==> config.mk <==
export PLATFORM = sky130hd
export DESIGN_NAME = dll_supply_trim_calibration_unit_flat
export DESIGN_NICKNAME = d
export VERILOG_FILES = /design/src/rtl/core/dtc_pkg.sv /design/src/rtl/core/dtc_req_if.sv /design/src/rtl/core/dtc_rsp_if.sv /design/src/rtl/core/dll_supply_trim_calibration_unit.sv /design/src/rtl/core/dtc_front.sv /design/src/rtl/core/dtc_queue.sv /design/src/rtl/core/dtc_back.sv /design/src/flat_wrapper.sv
export SDC_FILE = /design/constraint.sdc
export NUM_CORES = 1
export LEC_CHECK = 0
export BUFFER_PORTS_ARGS = -buffer_cell sky130_fd_sc_hd__buf_2
export CAP_MARGIN = 30
export CORE_UTILIZATION = 50
export DETAILED_ROUTE_END_ITERATION = 12
export PLACE_DENSITY_LB_ADDON = 0.12
export SETUP_SLACK_MARGIN = 0.2
export SYNTH_ARGS = -nofsm -noshare
export SYNTH_HDL_FRONTEND = slang
export SYNTH_SLANG_ARGS = --single-unit
==> constraint.sdc <==
create_clock -name clock -period 4.8 [get_ports clock]
set_input_delay 0.72 -clock clock [delete_from_list [all_inputs] [get_ports clock]]
set_output_delay 0.72 -clock clock [all_outputs]
set_load 0.03 [all_outputs]
==> src/rtl/core/dtc_pkg.sv <==
`default_nettype none
package dtc_pkg;

   localparam int CODE_W     = 6;
   localparam int VREF_W     = 4;
   localparam int STEPS_W    = 8;
   localparam int TIDX_W     = 3;
   localparam int TEMP_W     = 16;
   localparam int RATE_MAX_W = 4;   // enough for up to 16 rates
   localparam int CSR_IDX_W  = 3;
   localparam int CSR_DATA_W = 3;
   localparam int NUM_THRESH = 7;

   localparam logic [CODE_W-1:0]  CODE_MAX    = 6'd43;
   localparam logic [CODE_W-1:0]  CODE_MIN    = 6'd0;
   localparam logic [CODE_W-1:0]  CODE_BASE   = 6'd13;
   localparam logic [STEPS_W-1:0] TABLE_LOOPS = 8'd128;

   localparam logic action_start  = 1'b0;
   localparam logic action_sample = 1'b1;

   localparam logic signed [TEMP_W-1:0] TEMP_THRESH [NUM_THRESH] = '{
      -16'sd376, -16'sd309, -16'sd241, -16'sd174, -16'sd106, -16'sd44, 16'sd29
   };

   localparam logic [STEPS_W-1:0] LOOP_LEN [4] = '{8'd16, 8'd24, 8'd32, 8'd48};

   typedef enum logic [CSR_IDX_W-1:0] {
      CSR_FINAL_STEP_SELECT     = 3'd0,
      CSR_TRACKING_ON           = 3'd1,
      CSR_FREQ_SELECT           = 3'd2,
      CSR_LOAD_STORED           = 3'd3,
      CSR_EXTERNAL_CAL          = 3'd4,
      CSR_CONTINUOUS_ENABLE     = 3'd5,
      CSR_INITIAL_CAL_COMPLETE  = 3'd6,
      CSR_LOAD_CONTINUOUS_ENTRY = 3'd7
   } csr_index_type;

   typedef enum logic [3:0] {
      PH_IDLE  = 4'b0001,
      PH_FIRST = 4'b0010,
      PH_NEXT  = 4'b0100,
      PH_DONE  = 4'b1000
   } phase_type;

   typedef struct packed {
      logic [1:0] final_step_select;
      logic       tracking_on;
      logic [2:0] freq_select;
      logic       load_stored;
      logic       external_cal;
      logic       continuous_enable;
      logic       initial_cal_complete;
      logic       load_continuous_entry;
   } cfg_type;

   // classified beat, as held in the queue
   typedef struct packed {
      logic                  action;
      logic                  step_mode;
      logic [RATE_MAX_W-1:0] rate;
      logic [TIDX_W-1:0]     tidx;
      logic                  compare_out;
   } cmd_type;

endpackage
`default_nettype wire

==> src/rtl/core/dtc_req_if.sv <==
`default_nettype none
interface dtc_req_if;
   logic        valid;
   logic        ready;
   logic        action;
   logic        step_mode;
   logic [2:0]  rate_index;
   logic signed [15:0] temperature;
   logic        compare_out;

   modport source (output valid, action, step_mode, rate_index, temperature, compare_out,
                   input ready);
   modport sink   (input valid, action, step_mode, rate_index, temperature, compare_out,
                   output ready);
endinterface
`default_nettype wire

==> src/rtl/core/dtc_rsp_if.sv <==
`default_nettype none
interface dtc_rsp_if;
   logic       valid;
   logic       ready;
   logic [5:0] trim_code;
   logic [3:0] vref_select;
   logic       done_res;
   logic       pass_flag;
   logic       need_sample;

   modport source (output valid, trim_code, vref_select, done_res, pass_flag, need_sample,
                   input ready);
   modport sink   (input valid, trim_code, vref_select, done_res, pass_flag, need_sample,
                   output ready);
endinterface
`default_nettype wire

==> src/rtl/core/dll_supply_trim_calibration_unit.sv <==
`default_nettype none
// An accepted request beat is written into the queue, then executed into the
// response register when the back end pops it.
// Throughput: one beat per cycle while the response channel accepts results,
// set by the execute stage.
// Reset (synchronous, active high): control state, configuration and all saved
// trim codes clear at once; no clearing pass.
module dll_supply_trim_calibration_unit #(
   parameter int NUM_RATES = 8
) (
   input  logic                               clock,
   input  logic                               reset,
   dtc_req_if.sink                            req_chan,
   dtc_rsp_if.source                          rsp_chan,
   input  logic                               csr_write_en,
   input  logic [dtc_pkg::CSR_IDX_W-1:0]      csr_index,
   input  logic [dtc_pkg::CSR_DATA_W-1:0]     csr_data
);

   dtc_pkg::cfg_type cfg_ff, cfg_in;
   logic             push_valid, push_ready;
   dtc_pkg::cmd_type push_cmd;
   logic             pop_valid, pop_ready;
   dtc_pkg::cmd_type pop_cmd;

   always_comb begin
      cfg_in = cfg_ff;
      if (csr_write_en) begin
         unique case (dtc_pkg::csr_index_type'(csr_index))
            dtc_pkg::CSR_FINAL_STEP_SELECT:     cfg_in.final_step_select     = csr_data[1:0];
            dtc_pkg::CSR_TRACKING_ON:           cfg_in.tracking_on           = csr_data[0];
            dtc_pkg::CSR_FREQ_SELECT:           cfg_in.freq_select           = csr_data[2:0];
            dtc_pkg::CSR_LOAD_STORED:           cfg_in.load_stored           = csr_data[0];
            dtc_pkg::CSR_EXTERNAL_CAL:          cfg_in.external_cal          = csr_data[0];
            dtc_pkg::CSR_CONTINUOUS_ENABLE:     cfg_in.continuous_enable     = csr_data[0];
            dtc_pkg::CSR_INITIAL_CAL_COMPLETE:  cfg_in.initial_cal_complete  = csr_data[0];
            dtc_pkg::CSR_LOAD_CONTINUOUS_ENTRY: cfg_in.load_continuous_entry = csr_data[0];
            default:                            cfg_in = cfg_ff;
         endcase
      end
   end

   always_ff @(posedge clock) begin
      if (reset) begin
         cfg_ff <= '0;
      end else begin
         cfg_ff <= cfg_in;
      end
   end

   dtc_front #(
      .NUM_RATES (NUM_RATES)
   ) u_front (
      .req_chan   (req_chan),
      .push_valid (push_valid),
      .push_ready (push_ready),
      .push_cmd   (push_cmd)
   );

   dtc_queue u_queue (
      .clock      (clock),
      .reset      (reset),
      .push_valid (push_valid),
      .push_ready (push_ready),
      .push_cmd   (push_cmd),
      .pop_valid  (pop_valid),
      .pop_ready  (pop_ready),
      .pop_cmd    (pop_cmd)
   );

   dtc_back #(
      .NUM_RATES (NUM_RATES)
   ) u_back (
      .clock     (clock),
      .reset     (reset),
      .cfg       (cfg_ff),
      .pop_valid (pop_valid),
      .pop_ready (pop_ready),
      .pop_cmd   (pop_cmd),
      .rsp_chan  (rsp_chan)
   );

endmodule
`default_nettype wire

==> src/rtl/core/dtc_front.sv <==
`default_nettype none
module dtc_front #(
   parameter int NUM_RATES = 8
) (
   dtc_req_if.sink            req_chan,
   output logic               push_valid,
   input  logic               push_ready,
   output dtc_pkg::cmd_type   push_cmd
);

   localparam int RATE_W = (NUM_RATES > 1) ? $clog2(NUM_RATES) : 1;

   logic [RATE_W-1:0]         rate_sat;
   logic [dtc_pkg::TIDX_W-1:0] tidx;

   // out-of-range rates fold onto the top entry
   always_comb begin
      if (32'(req_chan.rate_index) >= 32'(NUM_RATES)) begin
         rate_sat = RATE_W'(NUM_RATES - 1);
      end else begin
         rate_sat = RATE_W'(req_chan.rate_index);
      end
   end

   // temperature bin: count of thresholds at or below the reading
   always_comb begin
      tidx = '0;
      for (int i = 0; i < dtc_pkg::NUM_THRESH; i++) begin
         tidx = tidx + dtc_pkg::TIDX_W'(req_chan.temperature >= dtc_pkg::TEMP_THRESH[i]);
      end
   end

   always_comb begin
      push_cmd.action      = req_chan.action;
      push_cmd.step_mode   = req_chan.step_mode;
      push_cmd.rate        = dtc_pkg::RATE_MAX_W'(rate_sat);
      push_cmd.tidx        = tidx;
      push_cmd.compare_out = req_chan.compare_out;
   end

   assign push_valid     = req_chan.valid;
   assign req_chan.ready = push_ready;

endmodule
`default_nettype wire

==> src/rtl/core/dtc_queue.sv <==
`default_nettype none
module dtc_queue (
   input  logic             clock,
   input  logic             reset,
   input  logic             push_valid,
   output logic             push_ready,
   input  dtc_pkg::cmd_type push_cmd,
   output logic             pop_valid,
   input  logic             pop_ready,
   output dtc_pkg::cmd_type pop_cmd
);

   dtc_pkg::cmd_type entry_ff [2];
   logic             wr_ptr_ff, wr_ptr_in;
   logic             rd_ptr_ff, rd_ptr_in;
   logic [1:0]       count_ff, count_in;
   logic             push, pop;

   assign push_ready = (count_ff != 2'd2);
   assign pop_valid  = (count_ff != 2'd0);
   assign pop_cmd    = entry_ff[rd_ptr_ff];
   assign push       = push_valid && push_ready;
   assign pop        = pop_valid && pop_ready;

   always_comb begin
      wr_ptr_in = push ? ~wr_ptr_ff : wr_ptr_ff;
      rd_ptr_in = pop ? ~rd_ptr_ff : rd_ptr_ff;
      count_in  = count_ff + 2'(push) - 2'(pop);
   end

   always_ff @(posedge clock) begin
      if (reset) begin
         wr_ptr_ff <= 1'b0;
         rd_ptr_ff <= 1'b0;
         count_ff  <= 2'd0;
      end else begin
         wr_ptr_ff <= wr_ptr_in;
         rd_ptr_ff <= rd_ptr_in;
         count_ff  <= count_in;
      end
   end

   always_ff @(posedge clock) begin
      if (push) begin
         entry_ff[wr_ptr_ff] <= push_cmd;
      end
   end

endmodule
`default_nettype wire

==> src/rtl/core/dtc_back.sv <==
`default_nettype none
module dtc_back #(
   parameter int NUM_RATES = 8
) (
   input  logic             clock,
   input  logic             reset,
   input  dtc_pkg::cfg_type cfg,
   input  logic             pop_valid,
   output logic             pop_ready,
   input  dtc_pkg::cmd_type pop_cmd,
   dtc_rsp_if.source        rsp_chan
);

   localparam int RATE_W = (NUM_RATES > 1) ? $clog2(NUM_RATES) : 1;
   localparam int SLOT_W = $clog2(2 * NUM_RATES);
   localparam int SLOTS  = 2 * NUM_RATES;

   function automatic logic [SLOT_W-1:0] slot(input logic bank, input logic [RATE_W-1:0] r);
      logic [SLOT_W-1:0] base;
      base = SLOT_W'(r);
      return bank ? (SLOT_W'(NUM_RATES) + base) : base;
   endfunction

   logic [dtc_pkg::CODE_W-1:0]  saved_ff [SLOTS];
   logic [dtc_pkg::CODE_W-1:0]  code_ff, code_in;
   logic [dtc_pkg::VREF_W-1:0]  vref_ff, vref_in;
   logic                        first_dir_ff, first_dir_in;
   logic [dtc_pkg::STEPS_W-1:0] steps_ff, steps_in;
   dtc_pkg::phase_type          phase_ff, phase_in;
   logic                        run_mode_ff, run_mode_in;
   logic [RATE_W-1:0]           run_rate_ff, run_rate_in;
   logic                        pass_ff, pass_in;

   logic                        out_valid_ff, out_valid_in;
   logic [dtc_pkg::CODE_W-1:0]  out_code_ff;
   logic [dtc_pkg::VREF_W-1:0]  out_vref_ff;
   logic                        out_done_ff, out_pass_ff, out_need_ff;

   logic                        pop;
   logic [RATE_W-1:0]           cmd_rate;
   logic                        rd_bank;
   logic [dtc_pkg::CODE_W-1:0]  rd_code;
   logic                        do_step, do_finish, go;
   logic                        down;
   logic [dtc_pkg::CODE_W-1:0]  step_code;
   logic [dtc_pkg::VREF_W-1:0]  ofs;
   logic                        wr_pu, wr_cont;
   logic [SLOT_W-1:0]           slot_pu, slot_cont;

   assign pop       = pop_valid && (!out_valid_ff || rsp_chan.ready);
   assign pop_ready = !out_valid_ff || rsp_chan.ready;
   assign cmd_rate  = pop_cmd.rate[RATE_W-1:0];

   // one store read per beat: the bank follows the bypass rules
   always_comb begin
      if (cfg.initial_cal_complete) begin
         rd_bank = cfg.load_stored ? cfg.load_continuous_entry : 1'b1;
      end else begin
         rd_bank = !cfg.external_cal;
      end
      rd_code = saved_ff[slot(rd_bank, cmd_rate)];
   end

   always_comb begin
      unique case (cfg.freq_select)
         3'd7:    ofs = 4'd2;
         3'd5:    ofs = 4'd5;
         3'd4:    ofs = 4'd6;
         default: ofs = 4'd3;
      endcase
   end

   always_comb begin
      down = run_mode_ff ? !pop_cmd.compare_out : pop_cmd.compare_out;
      if (down) begin
         step_code = (code_ff != dtc_pkg::CODE_MIN) ? code_ff - 6'd1 : code_ff;
      end else begin
         step_code = (code_ff != dtc_pkg::CODE_MAX) ? code_ff + 6'd1 : code_ff;
      end
   end

   always_comb begin
      code_in      = code_ff;
      vref_in      = vref_ff;
      first_dir_in = first_dir_ff;
      steps_in     = steps_ff;
      phase_in     = phase_ff;
      run_mode_in  = run_mode_ff;
      run_rate_in  = run_rate_ff;
      pass_in      = pass_ff;
      do_step      = 1'b0;
      do_finish    = 1'b0;
      go           = 1'b0;

      if (pop) begin
         if (pop_cmd.action == dtc_pkg::action_start) begin
            if (cfg.initial_cal_complete) begin
               if (cfg.load_stored) begin
                  code_in  = rd_code;
                  phase_in = dtc_pkg::PH_DONE;
               end else if (!cfg.continuous_enable) begin
                  phase_in = dtc_pkg::PH_DONE;
               end else begin
                  go = 1'b1;
               end
            end else if (cfg.external_cal) begin
               code_in  = rd_code;
               phase_in = dtc_pkg::PH_DONE;
            end else begin
               go = 1'b1;
            end

            if (go) begin
               pass_in     = 1'b1;
               run_mode_in = pop_cmd.step_mode;
               run_rate_in = cmd_rate;
               phase_in    = dtc_pkg::PH_FIRST;
               if (!cfg.tracking_on && !pop_cmd.step_mode) begin
                  vref_in  = dtc_pkg::VREF_W'(pop_cmd.tidx) + ofs;
                  code_in  = dtc_pkg::CODE_W'(pop_cmd.tidx) + dtc_pkg::CODE_BASE;
                  steps_in = dtc_pkg::TABLE_LOOPS;
               end else begin
                  code_in  = rd_code;
                  steps_in = dtc_pkg::LOOP_LEN[cfg.final_step_select];
               end
            end
         end else begin
            unique case (phase_ff)
               dtc_pkg::PH_FIRST: begin
                  first_dir_in = pop_cmd.compare_out;
                  do_step      = 1'b1;
               end
               dtc_pkg::PH_NEXT: begin
                  if (!run_mode_ff && (pop_cmd.compare_out != first_dir_ff)) begin
                     do_finish = 1'b1;
                  end else if (steps_ff == '0) begin
                     do_finish = 1'b1;
                  end else begin
                     steps_in = steps_ff - 8'd1;
                     do_step  = 1'b1;
                  end
               end
               default: begin
                  // sample while idle or finished: no change
               end
            endcase

            if (do_step) begin
               code_in = step_code;
               if ((step_code == dtc_pkg::CODE_MIN) || (step_code == dtc_pkg::CODE_MAX)) begin
                  pass_in   = 1'b0;
                  do_finish = 1'b1;
               end else if (cfg.tracking_on) begin
                  do_finish = 1'b1;
               end else begin
                  phase_in = dtc_pkg::PH_NEXT;
               end
            end

            if (do_finish) begin
               phase_in = dtc_pkg::PH_DONE;
            end
         end
      end
   end

   assign wr_pu     = do_finish && !cfg.tracking_on;
   assign wr_cont   = do_finish;
   assign slot_pu   = slot(1'b0, run_rate_ff);
   assign slot_cont = slot(1'b1, run_rate_ff);

   always_ff @(posedge clock) begin
      if (reset) begin
         for (int i = 0; i < SLOTS; i++) begin
            saved_ff[i] <= '0;
         end
      end else begin
         if (wr_pu) begin
            saved_ff[slot_pu] <= code_in;
         end
         if (wr_cont) begin
            saved_ff[slot_cont] <= code_in;
         end
      end
   end

   always_ff @(posedge clock) begin
      if (reset) begin
         code_ff      <= '0;
         vref_ff      <= '0;
         first_dir_ff <= 1'b0;
         steps_ff     <= '0;
         phase_ff     <= dtc_pkg::PH_IDLE;
         run_mode_ff  <= 1'b0;
         run_rate_ff  <= '0;
         pass_ff      <= 1'b0;
      end else begin
         code_ff      <= code_in;
         vref_ff      <= vref_in;
         first_dir_ff <= first_dir_in;
         steps_ff     <= steps_in;
         phase_ff     <= phase_in;
         run_mode_ff  <= run_mode_in;
         run_rate_ff  <= run_rate_in;
         pass_ff      <= pass_in;
      end
   end

   // result register: each popped beat yields one result beat
   always_comb begin
      if (pop) begin
         out_valid_in = 1'b1;
      end else if (rsp_chan.ready) begin
         out_valid_in = 1'b0;
      end else begin
         out_valid_in = out_valid_ff;
      end
   end

   always_ff @(posedge clock) begin
      if (reset) begin
         out_valid_ff <= 1'b0;
      end else begin
         out_valid_ff <= out_valid_in;
      end
   end

   always_ff @(posedge clock) begin
      if (pop) begin
         out_code_ff <= code_in;
         out_vref_ff <= vref_in;
         out_done_ff <= (phase_in == dtc_pkg::PH_DONE);
         out_pass_ff <= pass_in;
         out_need_ff <= (phase_in == dtc_pkg::PH_FIRST) || (phase_in == dtc_pkg::PH_NEXT);
      end
   end

   assign rsp_chan.valid       = out_valid_ff;
   assign rsp_chan.trim_code   = out_code_ff;
   assign rsp_chan.vref_select = out_vref_ff;
   assign rsp_chan.done_res    = out_done_ff;
   assign rsp_chan.pass_flag   = out_pass_ff;
   assign rsp_chan.need_sample = out_need_ff;

endmodule
`default_nettype wire
==> src/flat_wrapper.sv <==
// flat-port wrapper written by rule: the top's interface ports become plain ports
module dll_supply_trim_calibration_unit_flat 
#(
   parameter int NUM_RATES = 8
)
  (clock, reset, csr_write_en, csr_index, csr_data, req_chan_valid, req_chan_action, req_chan_step_mode, req_chan_rate_index, req_chan_temperature, req_chan_compare_out, req_chan_ready, rsp_chan_valid, rsp_chan_trim_code, rsp_chan_vref_select, rsp_chan_done_res, rsp_chan_pass_flag, rsp_chan_need_sample, rsp_chan_ready);
  dtc_req_if req_chan_i ();
  dtc_rsp_if rsp_chan_i ();
  input  logic clock;
  input  logic reset;
  input  logic csr_write_en;
  input  logic [dtc_pkg::CSR_IDX_W-1:0] csr_index;
  input  logic [dtc_pkg::CSR_DATA_W-1:0] csr_data;
  input wire logic [$bits(req_chan_i.valid)-1:0] req_chan_valid;
  input wire logic [$bits(req_chan_i.action)-1:0] req_chan_action;
  input wire logic [$bits(req_chan_i.step_mode)-1:0] req_chan_step_mode;
  input wire logic [$bits(req_chan_i.rate_index)-1:0] req_chan_rate_index;
  input wire logic [$bits(req_chan_i.temperature)-1:0] req_chan_temperature;
  input wire logic [$bits(req_chan_i.compare_out)-1:0] req_chan_compare_out;
  output wire logic [$bits(req_chan_i.ready)-1:0] req_chan_ready;
  output wire logic [$bits(rsp_chan_i.valid)-1:0] rsp_chan_valid;
  output wire logic [$bits(rsp_chan_i.trim_code)-1:0] rsp_chan_trim_code;
  output wire logic [$bits(rsp_chan_i.vref_select)-1:0] rsp_chan_vref_select;
  output wire logic [$bits(rsp_chan_i.done_res)-1:0] rsp_chan_done_res;
  output wire logic [$bits(rsp_chan_i.pass_flag)-1:0] rsp_chan_pass_flag;
  output wire logic [$bits(rsp_chan_i.need_sample)-1:0] rsp_chan_need_sample;
  input wire logic [$bits(rsp_chan_i.ready)-1:0] rsp_chan_ready;
  assign req_chan_i.valid = req_chan_valid;
  assign req_chan_i.action = req_chan_action;
  assign req_chan_i.step_mode = req_chan_step_mode;
  assign req_chan_i.rate_index = req_chan_rate_index;
  assign req_chan_i.temperature = req_chan_temperature;
  assign req_chan_i.compare_out = req_chan_compare_out;
  assign req_chan_ready = req_chan_i.ready;
  assign rsp_chan_valid = rsp_chan_i.valid;
  assign rsp_chan_trim_code = rsp_chan_i.trim_code;
  assign rsp_chan_vref_select = rsp_chan_i.vref_select;
  assign rsp_chan_done_res = rsp_chan_i.done_res;
  assign rsp_chan_pass_flag = rsp_chan_i.pass_flag;
  assign rsp_chan_need_sample = rsp_chan_i.need_sample;
  assign rsp_chan_i.ready = rsp_chan_ready;
  dll_supply_trim_calibration_unit #(.NUM_RATES(NUM_RATES)) u_core (.clock(clock), .reset(reset), .req_chan(req_chan_i), .rsp_chan(rsp_chan_i), .csr_write_en(csr_write_en), .csr_index(csr_index), .csr_data(csr_data));
endmodule
==> flow_metrics.env <==
export IMPL_status="finished clean"
export IMPL_cap_viol_max_count=0
export IMPL_async_reset_ff_share_pct=0
export IMPL_nets=829
export IMPL_cts_sinks=172
export IMPL_gp_congestion=0.8504
export IMPL_coreArea_um2=16760
export IMPL_arrival_ps=4140
export IMPL_fp_dieArea_um2=17870
export IMPL_postCtsHoldBufs=0
export IMPL_grt_ovfl_total=0
export IMPL_grt_usage_pct=24.38
export IMPL_first_pass_iters=5
export IMPL_layout_min_cycle_time_ps=4030
export IMPL_post_cts_buffers=0
export IMPL_port_buffer_count=47
export IMPL_hold_viol=0
export IMPL_start_kind="register"
export IMPL_crit_required_ps=4910
export IMPL_crit_path_top_delay_cell="dfxtp_1"
export IMPL_num_io_pins=48
export IMPL_fin_tns_setup_ps=0
export IMPL_syn2layout_area_growth_pct=11.62
export IMPL_syn_nets=790
export IMPL_path_clk_slew_ps=70
export IMPL_row_count=47
export IMPL_cts_tree="done"
export IMPL_switching_share_pct=36.30
export IMPL_slew_headroom_pct=35.48
export IMPL_synth_cell_types=73
export IMPL_p_seq_share_pct=38.9
export IMPL_post_route_drc_count=0
export IMPL_cts_htree_levels=4
export IMPL_slowest_delay_ps=770
export IMPL_clock_latency_ps=440
export IMPL_fin_worst_skew_ps=8.399
export IMPL_layout_setup_ws_ps=770.4
export IMPL_cts_buffers=17
export IMPL_p_leak_nw=3.498
export IMPL_hold_path_class="input pin to register"
export IMPL_diodes=0
export IMPL_synth_edf_count=127
export IMPL_switchingPower_mw=1.807
export IMPL_cp_max_fo=17
export IMPL_period_share_pct=83.95
export IMPL_rsz0062_at_grt="no"
export IMPL_finalWirelength_mm=20.28
export IMPL_wl_per_cell_um=20.06
export IMPL_synth_area_um2=8667
export IMPL_ant_nets=0
export IMPL_cts_resized=0
export IMPL_yosys_area_top_type="edfxtp_1"
export IMPL_intPower_mw=3.171
export IMPL_synth_top_flop_cell="edfxtp_1"
export IMPL_synth_most_common_cell="edfxtp_1"
export IMPL_yosys_area_top_type_share_pct=44.00
export IMPL_final_max_slew_viol_count=0
export IMPL_synth_seq_cells=172
export IMPL_grt_max_degree=55
export IMPL_yosys_top_cells_area="edfxtp_1, dfxtp_1, mux4_2, nor2_1, nor3_1"
export IMPL_cts_buffer_depth=2
export IMPL_viasPerCell=6.082
export IMPL_num_vias=6149
export IMPL_preCtsSetupSlack_ps=813.2
export IMPL_drtIter0Drc=375
export IMPL_path_class="register to register"
export IMPL_start_util_pct=51.71
export IMPL_syn_area_per_cell_um2=11.71
export IMPL_p_per_area_nw_per_um2=514.6
export IMPL_max_freq_mhz=248.2
export IMPL_p_clk_share_pct=27.1
export IMPL_worst_pin_slew_ps=964.9
export IMPL_grt_pass1_vias=6055
export IMPL_dp_hpwl_mm=14.04
export IMPL_die_x_um=133.7
export IMPL_synth_warning_count=0
export IMPL_die_y_um=133.7
export IMPL_grt_pass1_wl_mm=32.79
export IMPL_setup_viol=0
export IMPL_synthTopCellsByCount="edfxtp_1, nor2_1, nor3_1"
export IMPL_yosysSeqAreaShare_pct=54.40
export IMPL_ir_drop_v=0.0002905
export IMPL_cp_cell_sequence="mux2i_2 -> xnor2_1 -> a41oi_1 -> a32oi_2 -> and4b_1 -> o211a_1 -> o2111ai_2 -> buf_4 -> nand2b_1"
export IMPL_cts_root_buf="clkbuf_16"
export IMPL_syn_inst=740
export IMPL_drive_above_1_share_pct=19.47
export IMPL_antenna_found_initial=0
export IMPL_crit_path_end_kind="register"
export IMPL_p_comb_share_pct=34.0
-- worst max-delay path: cells and delay by family (launching register included) --
| family | cells | cell delay [ps] |
|---|---|---|
| buf+inv | 1 | 240 |
| flops | 1 | 770 |
| xor+xnor | 1 | 720 |
| simple gates | 2 | 520 |
| mux | 1 | 190 |
| compound gates | 4 | 1240 |
-- per-stage QoR --
step / std cells / hold WS, ps / util (%) / cell area [um2] / power (mW)
after floorplan: 740 / 454.1 / - / 8667 / 3.175
after global placement: 979 / 465.7 / 54.25 / 9092 / 3.596
after detailed placement: 979 / 480.7 / 54.25 / 9092 / 3.633
after CTS: 1010 / 453.5 / 57.68 / 9667 / 4.981
after global routing: 1011 / 465.7 / 57.72 / 9674 / 5.227
final: 1011 / 467.6 / 57.72 / 9674 / 4.978
-- state kept, by name, summed over array words and instances (netlist names), 4 cells and up, named ones only --
| signal | count |
|---|---|
| u_core.u_back.phase_ff | 4 |
| u_core.u_back.rsp_chan.vref_select | 4 |
| u_core.u_queue.entry_ff | 18 |
| u_core.u_back.steps_ff | 8 |
| u_core.u_back.code_ff | 6 |
| u_core.u_back.saved_ff | 96 |
| u_core.u_back.vref_ff | 4 |
| u_core.u_back.rsp_chan.trim_code | 6 |
| u_core.cfg_ff | 11 |
-- path summary, 6_finish.rpt --
path / from / to / slack [ps] / depth (start not counted)
worst max-delay path: register / u_core.u_back.saved_ff[9][0] / 770 / 9
worst min-delay path: req_chan_step_mode / u_core.u_queue.entry_ff[1][7] / 470 / 1
worst max register to register: register / u_core.u_back.saved_ff[9][0] / 770 / 9
worst min register to register: u_core.u_back.steps_ff[3] / u_core.u_back.steps_ff[3] / 490 / 2
-- layout by cell type, fill, tap and decap left out, types with 15 or more instances in the layout --
| master | count |
|---|---|
| buf_4 | 22 |
| a21oi_1 | 29 |
| nor3_1 | 62 |
| o21ai_0 | 16 |
| mux4_2 | 24 |
| edfxtp_1 | 127 |
| inv_1 | 22 |
| nor2b_1 | 17 |
| nand2_1 | 27 |
| nor2_1 | 115 |
| clkbuf_16 | 17 |
| dfxtp_1 | 44 |
| buf_2 | 47 |
| nand2b_1 | 15 |
| mux2i_1 | 28 |
-- power by group through the flow --
stage	combinational, mW	sequential [mW]	clock [mW]
after floorplan	1.17	2.01	0
after global placement	1.64	1.96	0
after detailed placement	1.67	1.97	0
after CTS	1.67	1.94	1.37
after global routing	1.84	1.96	1.43
final	1.69	1.94	1.35
-- metal layers --
layer	track usage (%)	share of wire, %
met1	33.86	45
met2	38.19	47
met3	4.566	5.7
met4	8.965	1.7
met5	0	0
-- area by class of cell --
type	count	area, um2
clock buffers	20	436.7
clock inverters	11	137.6
fillers	1413	7086
inverters	23	86.33
multi-input cells	496	3622
flip-flops and latches	172	4716
well taps	220	275.3
repair buffers	69	400.4
-- cell families after synthesis --
logic type	Yosys count	synth area share (%)
XOR/XNOR	12	1.299
adder cells (fa/ha/maj)	17	2.887
AND/OR/NAND/NOR	280	15.58
AO/OA/AOI/OAI	124	10.97
multiplexers	63	10.96
flip-flops	172	54.40
buffers and inverters	72	3.912
Power figures use the tool's default switching activity.
